--- src/fba_bitmap_ram.sv ---
// ----------------------------------------------------------------------------
// fba_bitmap_ram
// Used-frame bitmap, 32 frames per word, one write and one registered read.
// ----------------------------------------------------------------------------
`default_nettype none

module fba_bitmap_ram #(
   parameter int WORDS = 128,
   parameter int AW    = 7
) (
   input  wire logic          clock,
   input  wire logic          we,
   input  wire logic [AW-1:0] waddr,
   input  wire logic [31:0]   wdata,
   input  wire logic [AW-1:0] raddr,
   output logic [31:0]        rdata
);

   logic [31:0] mem [WORDS];
   logic [31:0] rdata_ff;

   always_ff @(posedge clock) begin
      if (we) begin
         mem[waddr] <= wdata;
      end
      rdata_ff <= mem[raddr];
   end

   assign rdata = rdata_ff;

endmodule

`default_nettype wire

--- config.mk ---
export PLATFORM = sky130hd
export DESIGN_NAME = fba_bitmap_ram
export DESIGN_NICKNAME = d
export VERILOG_FILES = /design/src/fba_bitmap_ram.sv
export SDC_FILE = /design/constraint.sdc
export NUM_CORES = 2
export LEC_CHECK = 0
export BUFFER_PORTS_ARGS = -buffer_cell sky130_fd_sc_hd__buf_2
export CAP_MARGIN = 5
export CORE_MARGIN = 2
export CORE_UTILIZATION = 50
export CTS_CLUSTER_SIZE = 12
export DETAILED_ROUTE_END_ITERATION = 12
export PLACE_DENSITY = 0.67
export SETUP_SLACK_MARGIN = 0.05
export SLEW_MARGIN = 20
export SYNTH_ARGS = -nofsm -noshare
export SYNTH_HDL_FRONTEND = slang
export SYNTH_SLANG_ARGS = --single-unit
--- constraint.sdc ---
create_clock -name clock -period 4.2 [get_ports clock]
set_clock_uncertainty 0.2 [all_clocks]
set_input_delay 0.21 -clock clock [delete_from_list [all_inputs] [get_ports clock]]
set_output_delay 0.21 -clock clock [all_outputs]
set_load 0.02 [all_outputs]
Word-level counts from Yosys, hierarchy flattened:

Memory sizes are Yosys's and may differ from the RTL's. A register that Yosys moved wholly into a read port is not among the register bits.
Index checks and enable logic that the tools add are counted.

* add/sub/neg operators: 0
* $mul: 0
* div/mod/pow operators: 0
* $lt $le $gt $ge: 0
* eq/ne operators: 0
* shift operators: 0
* multiplexer cells: 2
* bitwise operators: 0
* reduce and logical (&&, ||, !) cells: 0

Operators by type and width (number)
* 1-bit two-way mux: 2

* register bits: 0
* latch bits: 0
* bits in writable memories: 4096
* bits in read-only memories: 0
* output and inout port bits: 32
* memories kept: 1

Memory list
* mem: depth 128, bits a word 32, rd ports 1, clocked after memory_dff 1, write ports 1, RTL line 19 `logic [31:0] mem [WORDS];`

Longest topological paths before layout:

* depth in word-level cells: 2
* mapped depth: 8

Least setup slack after synthesis:

Ideal clock, no wire load.

* path type: input -> register
* start point: input port we
* end point: memory mem[98][0], enable pin
* library setup time: 0.461 ns
* arrival: 2.988 ns
* data required time: 3.539 ns
* slack: 0.551 ns
* stages on the path: 3
* cell sequence: clkbuf_1 > nand4_1 > nor3_1

* longest elaborated chain between the ends: 2

RTL lines
* start: declaration: RTL line 12 `input wire logic we,`
* 1-bit two-way mux: RTL line 23 `if (we) begin`
* 1-bit two-way mux (implied by the code): RTL line 24 `mem[waddr] <= wdata;`
* end: declaration: RTL line 19

Every way passes these cells.

Worst setup path after layout:

* start point: input port waddr[0]
* end point: memory mem[126][13], enable pin

RTL lines
* start: declaration: RTL line 13 `input wire logic [AW-1:0] waddr,`

No word-level cell before the write port.

==> key figures <==
Synth
  – Post-synth cell types: 17
  – Cells after Synth: 5,990
  – Yosys reg bits: 4,128
  – Syn. warnings: 0
  – Syn_area_per_cell: 26.09 sq um
  – Cell taking the most area after synthesis: edfxtp_1
  – Post-Synthesis Cell Area: about 0.16 sq mm
  – Post-synth top area share: 78.71%
  – Syn_nets: 6,038
  – Sequential-to-total area share from yosys stat: 79.12%
  – Synth top area cells: edfxtp_1, mux4_2, clkbuf_1

STA
  – Final setup TNS: 0 ns
  – RSZ-0062 raised after global routing: false
  – Final hold violation count: 0
  – Worst Tran Pin Value: between 1 and 1.5 ns
  – Final Critical Period: 3.092 ns
  – Setup ws final: 1.108 ns
  – Final Max Slew Viols: 0
  – Worst slew margin: 23.42%
  – Final setup violation count: 0
  – Tcrit/Tclk final: 73.61%
  – Fmax: between 0.3 and 0.4 GHz

Global routing
  – GRT overflow: 0
  – Largest net degree at the start of global routing: 102
  – Antenna violations before repair: 55
  – GRT Total Usage: 26.12%
  – Vias in the first global route: between 70k and 80k
  – First-pass GRT wire length: 571,800 microns

Clock tree
  – Clock root buffer master: clkbuf_16
  – Clock sinks: 4,128
  – H-tree depth: 5
  – CTS clock-pin slew for the worst setup and hold paths: 0.06 ns
  – Later-pin clock latency in the skew report: 0.97 ns
  – CTS tree: done
  – Max Buffers Root-to-Sink: 4
  – Post_cts resized: 0
  – Num CTS Buffers: just over 400

Power
  – Lkg Pwr: 54.87 nW
  – Tot Pwr: between 80 and 90 mW
  – Pwr dens: approximately 470 mW/mm^2
  – Max VDD drop: 0.3965 mV

Detailed routing
  – First-pass iteration count of the detailed router: 5
  – Via count: 72.13k
  – Final wirelength: 410,900 microns
  – Vias per inst: 6.496
  – Remaining DRCs: 0
  – Post-route antenna net violation count: 0
  – DRT iter0 DRCs: 11.02k
  – WL per Instance: 37.01 microns

Critical path
  – CP most frequent cell: buf_4
  – Crit path buffers/inverters: 4
  – Critical path's top delay family: buffers and inverters
  – Startpoint Class: input port
  – Worst Path Max Fanout: 32
  – Crit end category: register
  – Crit path DAT: 3.46 ns
  – Slowest-stage cell, CP: nand3_2
  – Worst path cell trace: dlygate4sd3_1 > buf_2 > nor2b_1 > nand3_2 > buf_4 > nor2_4 > buf_4
  – Reg2Reg Depth: 4
  – Worst R2R Start: mem[20][22]
  – FF-to-FF End: rdata[22]
  – CP required: 4.57 ns
  – Crit path largest cell delay: 0.66 ns
  – Setup Crit Path Kind: in -> reg
  – Reg2reg setup slack: 1.32 ns

Layout
  – Area of the multi-input gates: ~0.032 sq mm
  – Most frequent cells in the layout: edfxtp_1, mux4_2, clkbuf_16, buf_4, clkbuf_1
  – Sequential Area: between 0.1 and 0.15 sq mm
  – Commonest non-fill, non-tap cell in the layout: edfxtp_1
  – Area growth, synth to finish: 14.48%
  – Fill cell count: 21.76k
  – # nets final: 6,657
  – Share of layout cells above drive strength 1: 35.93%

Run
  – Maxcap violations: 0

Placement
  – Buffers on Ports: 79
  – Gpl congestion: a little over 0.8
  – DP Worst Slack: between 0.4 and 0.5 ns
  – HPWL after DPL: approximately 230,000 microns

Run status
  – Status: complete, no violations

Min path
  – Hold path cells: 2
  – Min-delay src: wdata[27]
  – Hold crit path type: in -> reg
  – Worst hold path endpoint: mem[121][27]

Floorplanning
  – Core Box Area: 0.3114 sq mm
  – I/O Pins: 80
  – Die X-Extent: roughly 560 microns
  – # rows: 205
  – Starting Density: roughly 50%
  – Die Footprint: between 0.3 and 0.4 sq mm
  – Chip height: 563.1 microns
[kinds of logic after synthesis]
logic type	synth area share, %
flops	79.12
mux	19.60
buf+inv	0.8391
simple gates	0.4460
[cell type report]
type	count	share of cell area [%]
timing repair buffer	518	2.871
sequential	4128	69.11
antenna	58	0.08113
clock inverter	123	0.6602
tap	4140	2.895
clock buffer	590	6.331
multi-input combinational	1546	18.05
[cell usage after synthesis]
cell type  count
edfxtp_1    4096
mux4_2      1344
clkbuf_1     182
nor2_1       122
buf_2         79
buf_1         50
dfxtp_1       32
mux2_2        32
nand2_1       14
nand3_1       12
nor3_1         9
nor2b_1        7
buf_4          3
nand4_1        3
buf_6          2
nand2b_1       2
or3_1          1
[what timing repair did]
item,in CTS,in global routing
hold buffers,46,0
buffers inserted,0,0
hold endpoints to repair,3226,0
[worst max-delay path by stage]
stage	start	endpoint	cells after the start
after floorplan	we	mem[98][0]	3
after global placement	raddr[0]	rdata[20]	8
after detailed placement	raddr[0]	rdata[20]	8
after CTS	waddr[0]	mem[126][14]	7
after global routing	waddr[0]	mem[126][21]	7
final	waddr[0]	mem[126][13]	7
[sequential cells by signal, summed over array words and instances (netlist names)]
register  count
mem        4096
rdata        32
[routing by layer]
layer  share of wire (%)  track usage, %  wire length (microns)  vias to the layer above
met2                  48           40.85                 196600                     4536
met1                  37           36.96                 152300                    39280
met3                  11           4.947                  45180                      652
met5               0.019               0                     80                        -
li1                    -               -                      -                    27650
met4                 4.1           10.11                  16840                       12
[through the flow]
step	cell area, sq um	std cells	hold slack [ns]	util (%)
2_1_floorplan	156300	5990	0.1089	-
4_1_cts	178700	11040	0.01291	57.39
5_1_grt	178900	11090	0.03261	57.44
3_5_place_dp	165700	10290	0.4744	53.23
3_3_place_gp	165700	10290	0.4520	53.23
6_report	178900	11100	0.02684	57.45
[power by group]
group	leakage, nW	switching, mW	internal [mW]	total (mW)
registers	37.1	0.249	45.5	45.8
clock network	6.03	15.1	19.2	34.4
logic	11.7	2.73	1.81	4.54
Power figures use the tool's default switching activity.
