## src/fba_pkg.sv

```systemverilog
// ----------------------------------------------------------------------------
// fba_pkg
// Shared types and constants of the frame bitmap allocator.
// ----------------------------------------------------------------------------
`default_nettype none

package fba_pkg;

   // request kinds
   localparam logic OP_ALLOC = 1'b0;
   localparam logic OP_FREE  = 1'b1;

   // result status codes
   localparam logic [1:0] STAT_OK       = 2'd0;
   localparam logic [1:0] STAT_NO_FRAME = 2'd1;
   localparam logic [1:0] STAT_RANGE    = 2'd2;

   // configuration register indexes
   localparam int         CSR_IDX_W        = 1;
   localparam logic [0:0] CSR_BASE_ADDRESS = 1'b0;
   localparam logic [0:0] CSR_FRAME_COUNT  = 1'b1;

   localparam logic [31:0] FAIL_ADDR      = 32'hFFFF_FFFF;
   localparam int          FRAME_SHIFT    = 12;
   localparam int          BITS_PER_WORD  = 32;
   localparam int          BIT_IDX_W      = 5;
   localparam logic [12:0] FRAME_COUNT_RST = 13'd4096;

   // configuration as seen by the sequencer
   typedef struct packed {
      logic [31:0] base_address;
      logic [31:0] eff_count;     // frame_count saturated at MAX_FRAMES
   } cfg_type;

   // result of one pass of the free-bit finder over a bitmap word
   typedef struct packed {
      logic                 found;     // a usable free bit exists
      logic                 last;      // word holds the last managed frame
      logic [BIT_IDX_W-1:0] bit_idx;   // lowest usable free bit
      logic [31:0]          set_mask;  // one-hot of bit_idx
   } find_type;

endpackage

`default_nettype wire

```

## src/fba_csr_regs.sv

```systemverilog
// ----------------------------------------------------------------------------
// fba_csr_regs
// Configuration registers and saturated effective frame count.
// ----------------------------------------------------------------------------
`default_nettype none

module fba_csr_regs
   import fba_pkg::*;
#(
   parameter int MAX_FRAMES = 4096
) (
   input  wire logic        clock,
   input  wire logic        reset,
   input  wire logic        wr_valid,
   output logic             wr_ready,
   input  wire logic [0:0]  wr_index,
   input  wire logic [31:0] wr_data,
   output cfg_type          cfg
);

   logic [31:0] base_ff;
   logic [12:0] count_ff;
   logic [31:0] count32;

   assign wr_ready = 1'b1;

   always_ff @(posedge clock) begin
      if (reset) begin
         base_ff  <= '0;
         count_ff <= FRAME_COUNT_RST;
      end else if (wr_valid) begin
         unique case (wr_index)
            CSR_BASE_ADDRESS: base_ff  <= wr_data;
            CSR_FRAME_COUNT:  count_ff <= wr_data[12:0];
            default: ;
         endcase
      end
   end

   assign count32          = 32'(count_ff);
   assign cfg.base_address = base_ff;
   assign cfg.eff_count    = (count32 > 32'(MAX_FRAMES)) ? 32'(MAX_FRAMES) : count32;

endmodule

`default_nettype wire

```

## config.mk

```make
export PLATFORM = sky130hd
export DESIGN_NAME = fba_csr_regs
export DESIGN_NICKNAME = d
export VERILOG_FILES = /design/src/fba_pkg.sv /design/src/fba_csr_regs.sv
export SDC_FILE = /design/constraint.sdc
export NUM_CORES = 1
export LEC_CHECK = 0
export ABC_CLOCK_PERIOD_IN_PS = 1500
export BUFFER_PORTS_ARGS = -buffer_cell sky130_fd_sc_hd__buf_4
export CAP_MARGIN = 20
export CELL_PAD_IN_SITES_DETAIL_PLACEMENT = 1
export CELL_PAD_IN_SITES_GLOBAL_PLACEMENT = 1
export CORE_MARGIN = 4
export CORE_UTILIZATION = 38
export DETAILED_ROUTE_END_ITERATION = 8
export HOLD_SLACK_MARGIN = 0.06
export PLACE_DENSITY_LB_ADDON = 0.3
export RECOVER_POWER = 100
export SLEW_MARGIN = 40
export SYNTH_ARGS = -nofsm -noshare
export SYNTH_HDL_FRONTEND = slang
export SYNTH_SLANG_ARGS = --single-unit
```

## constraint.sdc

```tcl
create_clock -name clock -period 1.5 [get_ports clock]
set_input_delay 0.3 -clock clock [delete_from_list [all_inputs] [get_ports clock]]
set_output_delay 0.3 -clock clock [all_outputs]
set_load 0.02 [all_outputs]
```

### Word-level counts from Yosys, hierarchy flattened

Index checks and enable logic that the tools add are counted.

* input port bits: 36
* register bits: 45
* logic and storage cells: 7
* output and inout port bits: 65

* mux-type cells: 1
* order comparisons: 1
* bitwise logic cells: 1
* reductions and logical operators: 2

Operators by type and width (count)
* greater-than comparator 13 bit (second input constant): 1
* 2-to-1 mux 13 bit: 1
* AND reduction 2 bit: 2
* inverter 1 bit: 1

### Logic depth before layout (Yosys ltp)

* depth in word-level cells: 2
* gate-level depth with buffers: 4
* depth with buffers taken out: 2

### Least setup slack after synthesis

OpenSTA, ideal clock, no wires.

* path kind: reg2out
* from: register count_ff[12]
* to: output cfg[0] (netlist name)
* path slack: 354 ps
* stages on the path, launching flop included: 3
* path buffers: 1
* arrival: 846 ps
* required time: 1200 ps
* path through: dfxtp_1 -> clkbuf_1 -> nor2b_1

RTL lines
* start, declared: RTL line fba_csr_regs.sv:22 `logic [12:0] count_ff;`
* start signal, assigned: RTL line fba_csr_regs.sv:34 `CSR_FRAME_COUNT: count_ff <= wr_data[12:0];`
* end, declared: RTL line fba_csr_regs.sv:18 `output cfg_type cfg`

==> metrics <==
status completed; Clk Latency, worst-skew pair 290 ps; Placeable Area 5921 µm²; cell taking the most area after synthesis dfxtp_1; worst-path fanout max 14; fin worst setup slack 133.1 ps; WS Path Type flip-flop to output port; share of layout cells above drive strength 1 0.2211; peak supply drop 0.3816 mV; post-synthesis cell type count 18; max-cap check violation count 0; total power 2.536 mW; Worst Max-Slew Pin Slew 1063 ps; Worst R2R Start count_ff[12]$_SDFFE_PP1P_; EDFF count, synth 0; cts bufs inserted 5; P per Cell Area 932.6 nW/µm²; Primary FF master, synth dfxtp_1; root buf cell clkbuf_8; worst clock skew 0 ps; GP Congestion 0.6523; WHS Endpoint base_ff[13]$_SDFFE_PP0P_; crit-path leading delay family flip-flops; CP max-delay cell dfxtp_2; Post-Synth Adder-Cell Area 0; largest net degree at the start of global routing 78; CTS clk-pin slew, worst paths 80 ps; main combinational cell family by area after synthesis simple AND/OR/NAND/NOR gates; HP Class input port to flip-flop; crit path launch type flip-flop; Starting Density 0.3912; crit path time final 1367 ps; mapped cell area 2316 µm²; final max-slew violation count 0; total of flip-flops plus latches after synthesis 45; reg2reg end count_ff[12]$_SDFFE_PP1P_; yosys warns 0; cell depth of the worst flop-to-flop path 1; Post-CTS Setup Bufs 0; first-pass GRT wire length 8.349 mm; TritonCTS clock tree done; Final setup viols 0; DP Worst Slack 186.1 ps; most frequent cell after synthesis nand2b_1; CP cell instances clkbuf_1; area share of the largest cell type after synthesis 0.3890; multiplexer area fraction after synthesis 0.1037; ys async rst share 0; Area Overhead vs Synth 17.40%; fmax 0.7316 GHz; CP Buf/Inv Count 1; routed len/inst 14.35 µm; XOR/XNOR share of the synthesized area 0; R2R Setup Slk 700 ps; die width 86.07 µm; clk buf depth 2; Req. time, crit path 1200 ps; Final period util 0.9113; Post-synth top cells nand2b_1, dfxtp_1, mux2i_1; post-synthesis compound-gate area fraction 0.07942; Worst setup EP type output port; Largest stage delay, worst path 500 ps; synth top area cells dfxtp_1, nand2b_1, mux2i_1, nand4bb_1, o21ai_2; H-tree Lvls 2; Ports 101; Leak 1.120 nW; Hold Path Cell Cnt 3; antenna violations before repair 0; vias per cell 4.602; Post-Synthesis Cells 224; Total Wirelength 5.294 mm; # diodes 0; sequential share of the synthesized area 0.3890; DRC viols 0; GRT Util Overall 0.1399; Die Area 7408 µm²; Mean Syn Cell Area 10.34 µm²; nets@finish 329; total gr overflow 0; unrepaired setup endpoints after global routing no; via count 1698; Hold Path Origin wr_data[13]; number of global-route vias before repair 1714; Fin Setup TNS 0 ps; clock sinks 45; Hold Vio Cnt, Final 0; drt initial violations 86; Simple-Gate Fraction of Synth Area 0.3015; HPWL Detailed 3.773 mm; # rows 28; Port Buf Inserts 80; Slew Limit Headroom 0.2913; Initial DRT Pass Iterations 4; Antenna Nets Post-Route 0; Worst Path Arrival 1070 ps; die height 86.07 µm
==> timing repair <==
item	in CTS	in global routing
gates resized for setup	1	0
endpoints found under the setup margin	12	0
hold buffers	0	0
==> metrics by stage <==
step           hold WS (ps)  utilization  cells  area, µm²
4_1_cts               266.5       0.4958    369       2935
2_1_floorplan         444.2            -    242       2384
3_5_place_dp          465.8       0.4784    361       2833
6_report              272.3       0.4592    369       2719
3_3_place_gp          458.4       0.4784    361       2833
5_1_grt               288.8       0.4592    369       2719
==> routing by layer <==
layer  global-route usage  wire (µm)  vias to the layer above
met5                    0          0                        -
met4              0.03885         44                        0
met3              0.02690        324                        4
met2               0.2397       2632                       57
met1               0.1785       2292                      796
li1                     -          -                      841
==> how the worst max path moves through the flow <==
stage	startpoint	end	slack, ps	cells after the start
after floorplan	count_ff[12]$_SDFFE_PP1P_	cfg[0]	350	2
after global placement	wr_index	count_ff[3]$_SDFFE_PP0P_	260	3
after detailed placement	wr_index	count_ff[2]$_SDFFE_PP0P_	190	3
after CTS	count_ff[12]$_SDFFE_PP1P_	cfg[1]	120	2
after global routing	reset	count_ff[5]$_SDFFE_PP0P_	70	3
final	count_ff[12]$_SDFFE_PP1P_	cfg[12]	130	1
==> where the power goes <==
group          switching (mW)  leakage [nW]  internal, mW
sequential             0.0361         0.368          1.26
clock                   0.400        0.0542         0.417
combinational           0.246         0.698         0.182
==> layout make-up <==
cell class | instances | area, µm²
clock buffer | 7 | 96.34
tap | 75 | 93.84
sequential | 45 | 902.1
fill | 716 | 3202
timing repair buffer | 83 | 479.2
multi-input combinational | 158 | 1142
clock inverter | 1 | 5.005
==> registers in the layout, indices dropped and copies added (netlist names) <==
register  flops
base_ff      32
count_ff     13
==> kinds of logic after synthesis <==
group           after synthesis
mux                          24
buf+inv                      39
simple gates                 93
flops                        45
other cells                   2
compound gates               21
==> cell usage in the layout, fill, tap and decap left out <==
cell / count
nand2b_1: 57
dfxtp_1: 44
buf_4: 36
clkbuf_1: 33
mux2i_1: 24
nand4bb_1: 20
conb_1: 20
o21ai_0: 16
clkbuf_2: 13
nor2b_1: 12
clkbuf_8: 7
o21ai_2: 4
and2_1: 1
nor2b_4: 1
nand2_8: 1
and3_1: 1
a211o_1: 1
clkinv_2: 1
dfxtp_2: 1
buf_12: 1
Power figures use the tool's default switching activity.
