[src/fba_pkg.sv]
// ----------------------------------------------------------------------------
// fba_pkg
// Shared types and constants of the frame bitmap allocator.
// ----------------------------------------------------------------------------
`default_nettype none

package fba_pkg;

   // request kinds
   localparam logic OP_ALLOC = 1'b0;
   localparam logic OP_FREE  = 1'b1;

   // result status codes
   localparam logic [1:0] STAT_OK       = 2'd0;
   localparam logic [1:0] STAT_NO_FRAME = 2'd1;
   localparam logic [1:0] STAT_RANGE    = 2'd2;

   // configuration register indexes
   localparam int         CSR_IDX_W        = 1;
   localparam logic [0:0] CSR_BASE_ADDRESS = 1'b0;
   localparam logic [0:0] CSR_FRAME_COUNT  = 1'b1;

   localparam logic [31:0] FAIL_ADDR      = 32'hFFFF_FFFF;
   localparam int          FRAME_SHIFT    = 12;
   localparam int          BITS_PER_WORD  = 32;
   localparam int          BIT_IDX_W      = 5;
   localparam logic [12:0] FRAME_COUNT_RST = 13'd4096;

   // configuration as seen by the sequencer
   typedef struct packed {
      logic [31:0] base_address;
      logic [31:0] eff_count;     // frame_count saturated at MAX_FRAMES
   } cfg_type;

   // result of one pass of the free-bit finder over a bitmap word
   typedef struct packed {
      logic                 found;     // a usable free bit exists
      logic                 last;      // word holds the last managed frame
      logic [BIT_IDX_W-1:0] bit_idx;   // lowest usable free bit
      logic [31:0]          set_mask;  // one-hot of bit_idx
   } find_type;

endpackage

`default_nettype wire

[src/fba_free_finder.sv]
// ----------------------------------------------------------------------------
// fba_free_finder
// Lowest free bit of a bitmap word, limited to frames below the count.
// ----------------------------------------------------------------------------
`default_nettype none

module fba_free_finder
   import fba_pkg::*;
(
   input  wire logic [31:0] word,
   input  wire logic [31:0] word_base,   // frame index of bit 0
   input  wire logic [31:0] eff_count,
   output find_type         result
);

   logic [31:0] remain;
   logic        full;
   logic [31:0] valid_mask;
   logic [31:0] free_bits;
   logic [31:0] lowest;
   logic [BIT_IDX_W-1:0] idx;

   // word_base stays below eff_count while scanning, unless a csr write lowers the count
   assign remain     = eff_count - word_base;
   assign full       = (remain >= 32'(BITS_PER_WORD));
   assign valid_mask = full ? '1 : ((32'd1 << remain[BIT_IDX_W-1:0]) - 32'd1);
   assign free_bits  = ~word & valid_mask;
   assign lowest     = free_bits & (~free_bits + 32'd1);

   always_comb begin
      idx = '0;
      for (int b = 0; b < BITS_PER_WORD; b++) begin
         idx = idx | (lowest[b] ? BIT_IDX_W'(b) : '0);
      end
   end

   assign result.found    = |free_bits;
   assign result.last     = ~full | (remain == 32'(BITS_PER_WORD));
   assign result.bit_idx  = idx;
   assign result.set_mask = lowest;

endmodule

`default_nettype wire

[config.mk]
export PLATFORM = sky130hd
export DESIGN_NAME = fba_free_finder
export DESIGN_NICKNAME = d
export VERILOG_FILES = /design/src/fba_pkg.sv /design/src/fba_free_finder.sv
export SDC_FILE = /design/constraint.sdc
export NUM_CORES = 1
export LEC_CHECK = 0
export BUFFER_PORTS_ARGS = -buffer_cell sky130_fd_sc_hd__buf_4
export CORE_MARGIN = 3
export CORE_UTILIZATION = 49
export DETAILED_ROUTE_END_ITERATION = 12
export PLACE_DENSITY = 0.81
export RECOVER_POWER = 50
export SYNTH_ARGS = -nofsm -noshare
export SYNTH_HDL_FRONTEND = slang
export SYNTH_SLANG_ARGS = --single-unit
[constraint.sdc]
create_clock -name vclk -period 3.9
set_input_delay 0 -clock vclk [all_inputs]
set_output_delay 0 -clock vclk [all_outputs]
set_load 0.05 [all_outputs]
==> results of run 1 <==
## logic make-up after synthesis
group,Yosys count,synth area share
and+or+nand+nor,236,0.325
AOI/OAI and AO/OA,231,0.425
buffers and inverters,82,0.0929
adders and majority gates,33,0.105
xor gates and xnor gates,18,0.0393
muxes,5,0.0128
## stage by stage
step | setup WS [ps] | cells | utilization
after global placement | -668 | 1050 | 0.916
after detailed placement | -1070 | 1050 | 0.916
after floorplan | -614 | 605 | -
==> flow_metrics.tcl, run 1 <==
set metrics [dict create \
    start_util 0.511 \
    hpwl_um 18600 \
    dpl-instance-area_um2 7190 \
    cts_hold_buffers 0 \
    core.rowCount 32 \
    yosys.area.top_type_share 0.0998 \
    firstError "[ERROR DPL-0038] Utilization greater than 100%, impossible to legalize" \
    synth_nets 734 \
    syn_avg_cell_area_um2 6.63 \
    cts_resized 137 \
    synth_area_leaders "ha_1 (10%), a21oi_1 (7.4%), nand2_1 (5.6%)" \
    outcome "aborted with a tool error" \
    synthTopCellsByCount "nand2_1 (60), a21oi_1 (59), inv_1 (43)" \
    synth_area_um2 4010 \
    seq_area_frac_synth 0 \
    haltStage "4_1_cts" \
    post_cts_buffers 37 \
    ios 135 \
    syn_inst 605 \
    gp_congestion 1.06 \
    fp.dieW_um 96.5 \
    die_y_um 96.5 \
    synth_top_area_cell "ha_1" \
    yosysUniqueCellTypes 87 \
    io_buffer_count 135 \
    yosysMostFrequentCell "nand2_1" \
    yosysWarnings 0 \
]
==> run 2: changes to the inputs <==
Settings changed: CORE_UTILIZATION 49 to 35, PLACE_DENSITY 0.81 to default, PLACE_DENSITY_LB_ADDON from default to 0.15.
Clock period 3.9 ns to 5.1 ns, I/O delays scaled along.
==> run 2 against run 1 <==
Compared with the run above: the run now ends clean; area after synthesis unchanged; synthesized cell count is the same.
==> flow_metrics.tcl, run 2 <==
set metrics [dict create \
    synthTopCellsByCount "nand2_1 (60), a21oi_1 (59), inv_1 (43)" \
    power_switching_mw 0.408 \
    critPathMaxFanout 14 \
    synth_area_leaders "ha_1 (10%), a21oi_1 (7.4%), nand2_1 (5.6%)" \
    synth_top_area_cell "ha_1" \
    fin_cells 887 \
    fin_area_um2 5560 \
    final.clkbuf_count 0 \
    dp_cells 877 \
    dpl-instance-area_um2 5390 \
    nets 878 \
    grt_pass1_vias 5347 \
    p_int_mw 0.257 \
    period_share 0.965 \
    coreArea_um2 11000 \
    fillers 1153 \
    p_leak_nw 2.52 \
    vias_per_cell 6.26 \
    maxCapViolCount 0 \
    holdWs_ps 309 \
    pwr-share-comb 1.000 \
    yosysWarnings 0 \
    worstPathArrival_ps 4920 \
    worst_slew_pin_slew_ps 938 \
    cts_hold_buffers 0 \
    path_cells "buf_4 -> inv_1 -> ha_1 -> inv_1 -> fa_1 -> a21o_1 -> a221o_2 -> a31oi_4 -> mux2i_1 -> o311ai_0 -> nor4_1 -> buf_4 -> and4_4 -> buf_12 -> a41oi_4 -> or4_4 -> or4_1 -> nor4_4 -> or4_1 -> nand4bb_1 -> buf_6" \
    postRouteAntennaNets 0 \
    synth_area_um2 4010 \
    cp_data_required_time_ps 5100 \
    crit_type "primary input to output pin" \
    final.setup.tns_ps 0 \
    die_area_um2 12800 \
    antenna_found_initial 0 \
    area_growth_pct 38.4 \
    swShare 0.613 \
    routed_wl_um 17700 \
    critical_path.top_delay_family "simple AND/OR/NAND/NOR gates" \
    num_antenna_cells 0 \
    fmax_mhz 203 \
    design.seq.count 0 \
    seq_area_frac_synth 0 \
    drc_errors 0 \
    critPathBufInv 6 \
    powerDensity_nw_per_um2 120 \
    p_seq_frac 0 \
    yosysUniqueCellTypes 87 \
    hold_viol_final 0 \
    core.rowCount 38 \
    synth_nets 734 \
    irDropWorstVdd_uv 76.7 \
    grt_max_degree 29 \
    setup_viol 0 \
    seq_area_um2 0 \
    grt_pass1_wl_um 27400 \
    gp_congestion 0.982 \
    drive_gt1_frac 0.309 \
    end_kind "output pin" \
    die_y_um 113 \
    wl_per_cell_um 19.9 \
    cpPeakStageDelay_ps 620 \
    firstDrtPassIters 5 \
    clock_power_share 0 \
    fin_crit_ps 4920 \
    slew_headroom 0.372 \
    syn_avg_cell_area_um2 6.63 \
    hpwl_um 14600 \
    syn_inst 605 \
    drt_iter0_drc 338 \
    fp.dieW_um 113 \
    mostFrequentLayoutCell "buf_4" \
    yosys.area.top_type_share 0.0998 \
    yosysMostFrequentCell "nand2_1" \
    overflow 0 \
    hp-class "primary input to output pin" \
    layout_common_cells "buf_4 (168), nand2_1 (60), a21oi_1 (58)" \
    cp-start-kind "primary input" \
    io_buffer_count 135 \
    start_util 0.364 \
    drv_slew 0 \
    grtUsageTotal 0.258 \
    vias 5555 \
    ios 135 \
    cpMaxStageDelayCell "or4_4" \
    outcome "complete, no violations" \
]
run 2: cell counts after synthesis:
Identical to the previous run, type by type.
run 2: repair_timing:
| item | in CTS | in global routing |
|---|---|---|
| setup endpoints to repair | 0 | 23 |
| resized for setup | 0 | 25 |
| hold endpoints to repair | 0 | 0 |
| setup buffers | 0 | 9 |
run 2: metal layers:
metal,GRT usage,part of all wire,up-vias
li1,-,-,2667
met1,0.323,0.42,2637
met2,0.482,0.50,217
met3,0.00963,0.047,34
met4,0.0665,0.032,0
met5,0,0,-
run 2: cell families after synthesis:
logic type,Yosys count,share of synthesized area
fa+ha+maj,33,0.105
xor+xnor,18,0.0393
buf+inv,82,0.0929
compound gates,231,0.425
mux,5,0.0128
simple gates,236,0.325
run 2: worst paths after layout:
| path | startpoint | end | slack [ps] | depth (start not counted) |
|---|---|---|---|---|
| hold / removal | word[16] | result[16] | 310 | 3 |
| setup / recovery | eff_count[0] | result[33] | 180 | 21 |
run 2: area by class of cell:
type / count / area (µm²) / area share
multi-input cells: 523 / 3840 / 0.692
inverters: 43 / 161 / 0.0291
repair buffers: 181 / 1380 / 0.248
well taps: 140 / 175 / 0.0315
run 2: stage by stage:
step	power [mW]	setup WS, ps	util
final	0.665	178	0.504
after global routing	0.725	-84.1	0.504
after CTS	0.638	53.5	0.489
after detailed placement	0.635	47.4	0.489
after global placement	0.637	175	0.489
after floorplan	0.414	-378	-
run 2: power by group through the flow:
stage                     Sequential [mW]  Clock, mW  Combinational, mW
final                                   0          0              0.665
after global routing                    0          0              0.725
after CTS                               0          0              0.638
after detailed placement                0          0              0.635
after global placement                  0          0              0.637
after floorplan                         0          0              0.414
Power figures use the tool's default switching activity.
==> run 3: changes to the inputs <==
Settings changed: ABC_AREA from default to 1, REMOVE_ABC_BUFFERS from default to 1.
==> run 3 against run 2 <==
Compared with the run above: die area grew 31%; final cell count grew 60%; critical path depth rose by 6; synthesized cell count increased by 85%; via count is 24% higher; first-iteration DRC count increased by 23%; combinational power is 3% higher; final area grew 15%; largest power group unchanged.
==> flow_metrics.tcl, run 3 <==
set metrics [dict create \
    seq_area_um2 0 \
    worstPathArrival_ps 4410 \
    final.setup.tns_ps 0 \
    holdWs_ps 421 \
    period_share 0.865 \
    dp_cells 1422 \
    gp_congestion 0.897 \
    synthTopCellsByCount "nand2_1 (389), inv_1 (249), nor2_1 (124)" \
    die_y_um 129 \
    critical_path.top_delay_family "simple AND/OR/NAND/NOR gates" \
    yosysWarnings 0 \
    grtUsageTotal 0.202 \
    grt_pass1_vias 6232 \
    dpl-instance-area_um2 6470 \
    worst_slew_pin_slew_ps 814 \
    post_cts_buffers 0 \
    synthSimpleGateAreaFrac 0.622 \
    cp_data_required_time_ps 5100 \
    synth_adder_area_share 0.0789 \
    yosys.area.top_type_share 0.274 \
    design.seq.count 0 \
    fp.dieW_um 129 \
    p_leak_nw 4.26 \
    irDropWorstVdd_uv 61.0 \
    synth_top_family_by_area "simple AND/OR/NAND/NOR gates" \
    final.clkbuf_count 0 \
    setup_viol 0 \
    maxCapViolCount 0 \
    seq_area_frac_synth 0 \
    vias_per_cell 4.85 \
    fin_cells 1422 \
    firstDrtPassIters 5 \
    cts_hold_buffers 0 \
    fin_area_um2 6410 \
    drc_errors 0 \
    yosysUniqueCellTypes 40 \
    synth_compound_area_frac 0.0634 \
    start_util 0.362 \
    synth_area_leaders "nand2_1 (27%), inv_1 (18%), nor2_1 (8.7%)" \
    area_growth_pct 20.4 \
    yosysMostFrequentCell "nand2_1" \
    cpMaxStageDelayCell "nor2_1" \
    routed_wl_um 17500 \
    overflow 0 \
    cts_resized 0 \
    layout_common_cells "nand2_1 (391), inv_1 (249), nor2_1 (125), buf_4 (125), nand3_1 (86)" \
    drv_slew 0 \
    nets 1369 \
    grt_max_degree 33 \
    ios 135 \
    powerDensity_nw_per_um2 107 \
    num_antenna_cells 0 \
    crit_type "primary input to output pin" \
    synthXorXnorAreaFrac 0.0280 \
    drt_iter0_drc 415 \
    io_buffer_count 135 \
    synth_mux_area_frac 0 \
    fin_crit_ps 4410 \
    vias 6902 \
    slew_headroom 0.450 \
    cp-start-kind "primary input" \
    synth_top_area_cell "nand2_1" \
    end_kind "output pin" \
    syn_avg_cell_area_um2 4.77 \
    core.rowCount 44 \
    wl_per_cell_um 12.3 \
    cpPeakStageDelay_ps 510 \
    critPathMaxFanout 7 \
    antenna_found_initial 0 \
    syn_inst 1117 \
    grt_setup_unrepaired "no" \
    outcome "complete, no violations" \
    path_common_cell "nand2_1" \
    hp-class "primary input to output pin" \
    hpwl_um 15300 \
    fin_util 0.436 \
    critPathBufInv 7 \
    grt_pass1_wl_um 28400 \
    die_area_um2 16700 \
    postRouteAntennaNets 0 \
    synth_area_um2 5330 \
    drive_gt1_frac 0.150 \
    mostFrequentLayoutCell "nand2_1" \
    coreArea_um2 14700 \
    hold_viol_final 0 \
    fmax_mhz 227 \
]
==> run 3: changes by cell type in the layout (fill, tap and decap cells not counted), sizes merged, moves of 25 or more <==
cell	change
nand2	+348
inv	+216
nor2	+108
nand3	+75
buf	-46
a21oi	-41
nand4	+41
o21ai	-25
==> run 3: metrics by stage <==
stage / total power [mW] / setup slack [ps]
after floorplan: 0.489 / 710
after global placement: 0.681 / 883
after detailed placement: 0.683 / 857
after CTS: 0.686 / 828
after global routing: 0.779 / 278
final: 0.685 / 688
==> run 3: worst paths after layout <==
check / startpoint / to / depth (start not counted)
worst max-delay path: word_base[0] / result[36] / 27
worst min-delay path: word[5] / result[5] / 5
==> run 3: cell families (layout without fill, tap and decap cells) <==
family	Yosys count	after routing
fa+ha+maj	33	33
compound gates	53	53
xor+xnor	17	17
simple gates	736	736
buf+inv	278	399
==> run 3: where the power goes <==
group          switching [mW]  leakage (nW)  internal (mW)  total [mW]
logic                   0.441          4.26          0.244       0.685
clock network               0             0              0           0
registers                   0             0              0           0
total                   0.441          4.26          0.244       0.685
==> run 3: per-layer routing <==
layer | track usage | vias to the layer above | routed length [µm]
met1 | 0.262 | 2985 | 7950
met2 | 0.373 | 188 | 8500
li1 | - | 3705 | -
met5 | 0 | - | 0
met3 | 0.00412 | 24 | 734
met4 | 0.0420 | 0 | 368
==> run 3: area by class of cell <==
type,instances,area [µm²]
Multi-Input combinational cell,839,4210
Timing Repair Buffer,138,987
Inverter,261,980
Fill cell,1768,8290
Tap cell,184,230
==> run 4: changes to the inputs <==
Settings changed: PLACE_DENSITY_LB_ADDON 0.15 to default.
==> run 4 against run 3 <==
Compared with the run above: die area unchanged; sequential cell count stayed put; wire length is 1.1% higher; via count shrank 0.20%; highest routed layer unchanged; setup slack improved by 3.5 ps; critical path depth down 1; fmax hardly changed; combinational power up 0.7%; final cell count increased by 0.14%; power increased by 0.70%; non-clock buffer count up 2.
==> flow_metrics.tcl, run 4 (synthesis results as in run 3) <==
set metrics [dict create \
    wl_per_cell_um 12.5 \
    design.seq.count 0 \
    final.setup.tns_ps 0 \
    mostFrequentLayoutCell "nand2_1" \
    cp_data_required_time_ps 5100 \
    p_seq_frac 0 \
    cpMaxStageDelayCell "fa_1" \
    coreArea_um2 14700 \
    hpwl_um 15600 \
    crit_type "primary input to output pin" \
    fp.dieW_um 129 \
    cpPeakStageDelay_ps 470 \
    ios 135 \
    powerDensity_nw_per_um2 108 \
    wl_met2_um 8400 \
    dp_cells 1424 \
    maxCapViolCount 0 \
    wl_met1_um 8180 \
    drc_errors 0 \
    total_power_mw 0.690 \
    path_common_cell "nand2_1" \
    post_cts_buffers 0 \
    hp-class "primary input to output pin" \
    p_leak_nw 4.27 \
    end_kind "output pin" \
    fin_crit_ps 4410 \
    start_util 0.362 \
    setup_viol 0 \
    worst_slew_pin_slew_ps 756 \
    hold_viol_final 0 \
    met3_length_um 772 \
    cts_hold_buffers 0 \
    grtUsageTotal 0.204 \
    vias 6888 \
    area_growth_pct 20.4 \
    cp-start-kind "primary input" \
    irDropWorstVdd_uv 45.7 \
    cts_resized 0 \
    firstDrtPassIters 7 \
    antenna_found_initial 0 \
    grt_setup_unrepaired "no" \
    place_ws_ps 879 \
    outcome "complete, no violations" \
    nets 1371 \
    power_switching_mw 0.444 \
    p_int_mw 0.245 \
    io_buffer_count 135 \
    layout_common_cells "nand2_1 (391), inv_1 (249), nor2_1 (126), buf_4 (126), nand3_1 (86)" \
    overflow 0 \
    grt_max_degree 33 \
    worstPathArrival_ps 4410 \
    grt_pass1_vias 6302 \
    core.rowCount 44 \
    postRouteAntennaNets 0 \
    timing.final.ws_setup_ps 692 \
    fin_cells 1424 \
    highest_layer "met4" \
    drt_iter0_drc 483 \
    drv_slew 0 \
    dpl-instance-area_um2 6480 \
    swShare 0.644 \
    multi_input_area_um2 4210 \
    final.clkbuf_count 0 \
    slew_headroom 0.494 \
    clock_power_share 0 \
    num_antenna_cells 0 \
    fmax_mhz 227 \
    drive_gt1_frac 0.150 \
    vias_per_cell 4.84 \
    pwr-share-comb 1.000 \
    die_area_um2 16700 \
    critPathMaxFanout 7 \
    routed_wl_um 17700 \
    grt_pass1_wl_um 28700 \
    period_share 0.864 \
    fillers 1755 \
    seq_area_um2 0 \
    die_y_um 129 \
    gp_congestion 0.929 \
    fin_area_um2 6410 \
]
-- run 4: power by group through the flow --
stage                     combinational (mW)  sequential (mW)  clock [mW]
final                                  0.690                0           0
after global routing                   0.780                0           0
after CTS                              0.688                0           0
after detailed placement               0.684                0           0
after global placement                 0.682                0           0
after floorplan                        0.489                0           0
-- run 4: final cells by class --
cell class | count | share of cell area
inverter | 261 | 0.153
tap | 184 | 0.0359
timing repair buffer | 140 | 0.156
multi-input combinational | 839 | 0.656
-- run 4: path summary, 6_finish.rpt --
kind / to / slack (ps) / from / depth (start not counted)
worst min-delay path: result[0] / 430 / word[0] / 5
worst max-delay path: result[35] / 690 / word_base[0] / 26
-- run 4: critical path, delay by kind of cell --
family	cells	cell delay, ps
XOR/XNOR	1	160
adder cells (fa/ha/maj)	3	870
buffers and inverters	6	680
AND/OR/NAND/NOR	16	2690
-- run 4: through the flow --
stage	utilization	hold WS (ps)
6_report	0.436	431
5_1_grt	0.436	450
4_1_cts	0.441	432
3_5_place_dp	0.441	431
3_3_place_gp	0.441	429
2_1_floorplan	-	293
-- run 4: routing by layer --
layer | up-vias | global-route usage
met5 | - | 0
met4 | 0 | 0.0414
met3 | 24 | 0.00495
li1 | 3702 | -
met1 | 2977 | 0.274
met2 | 185 | 0.366
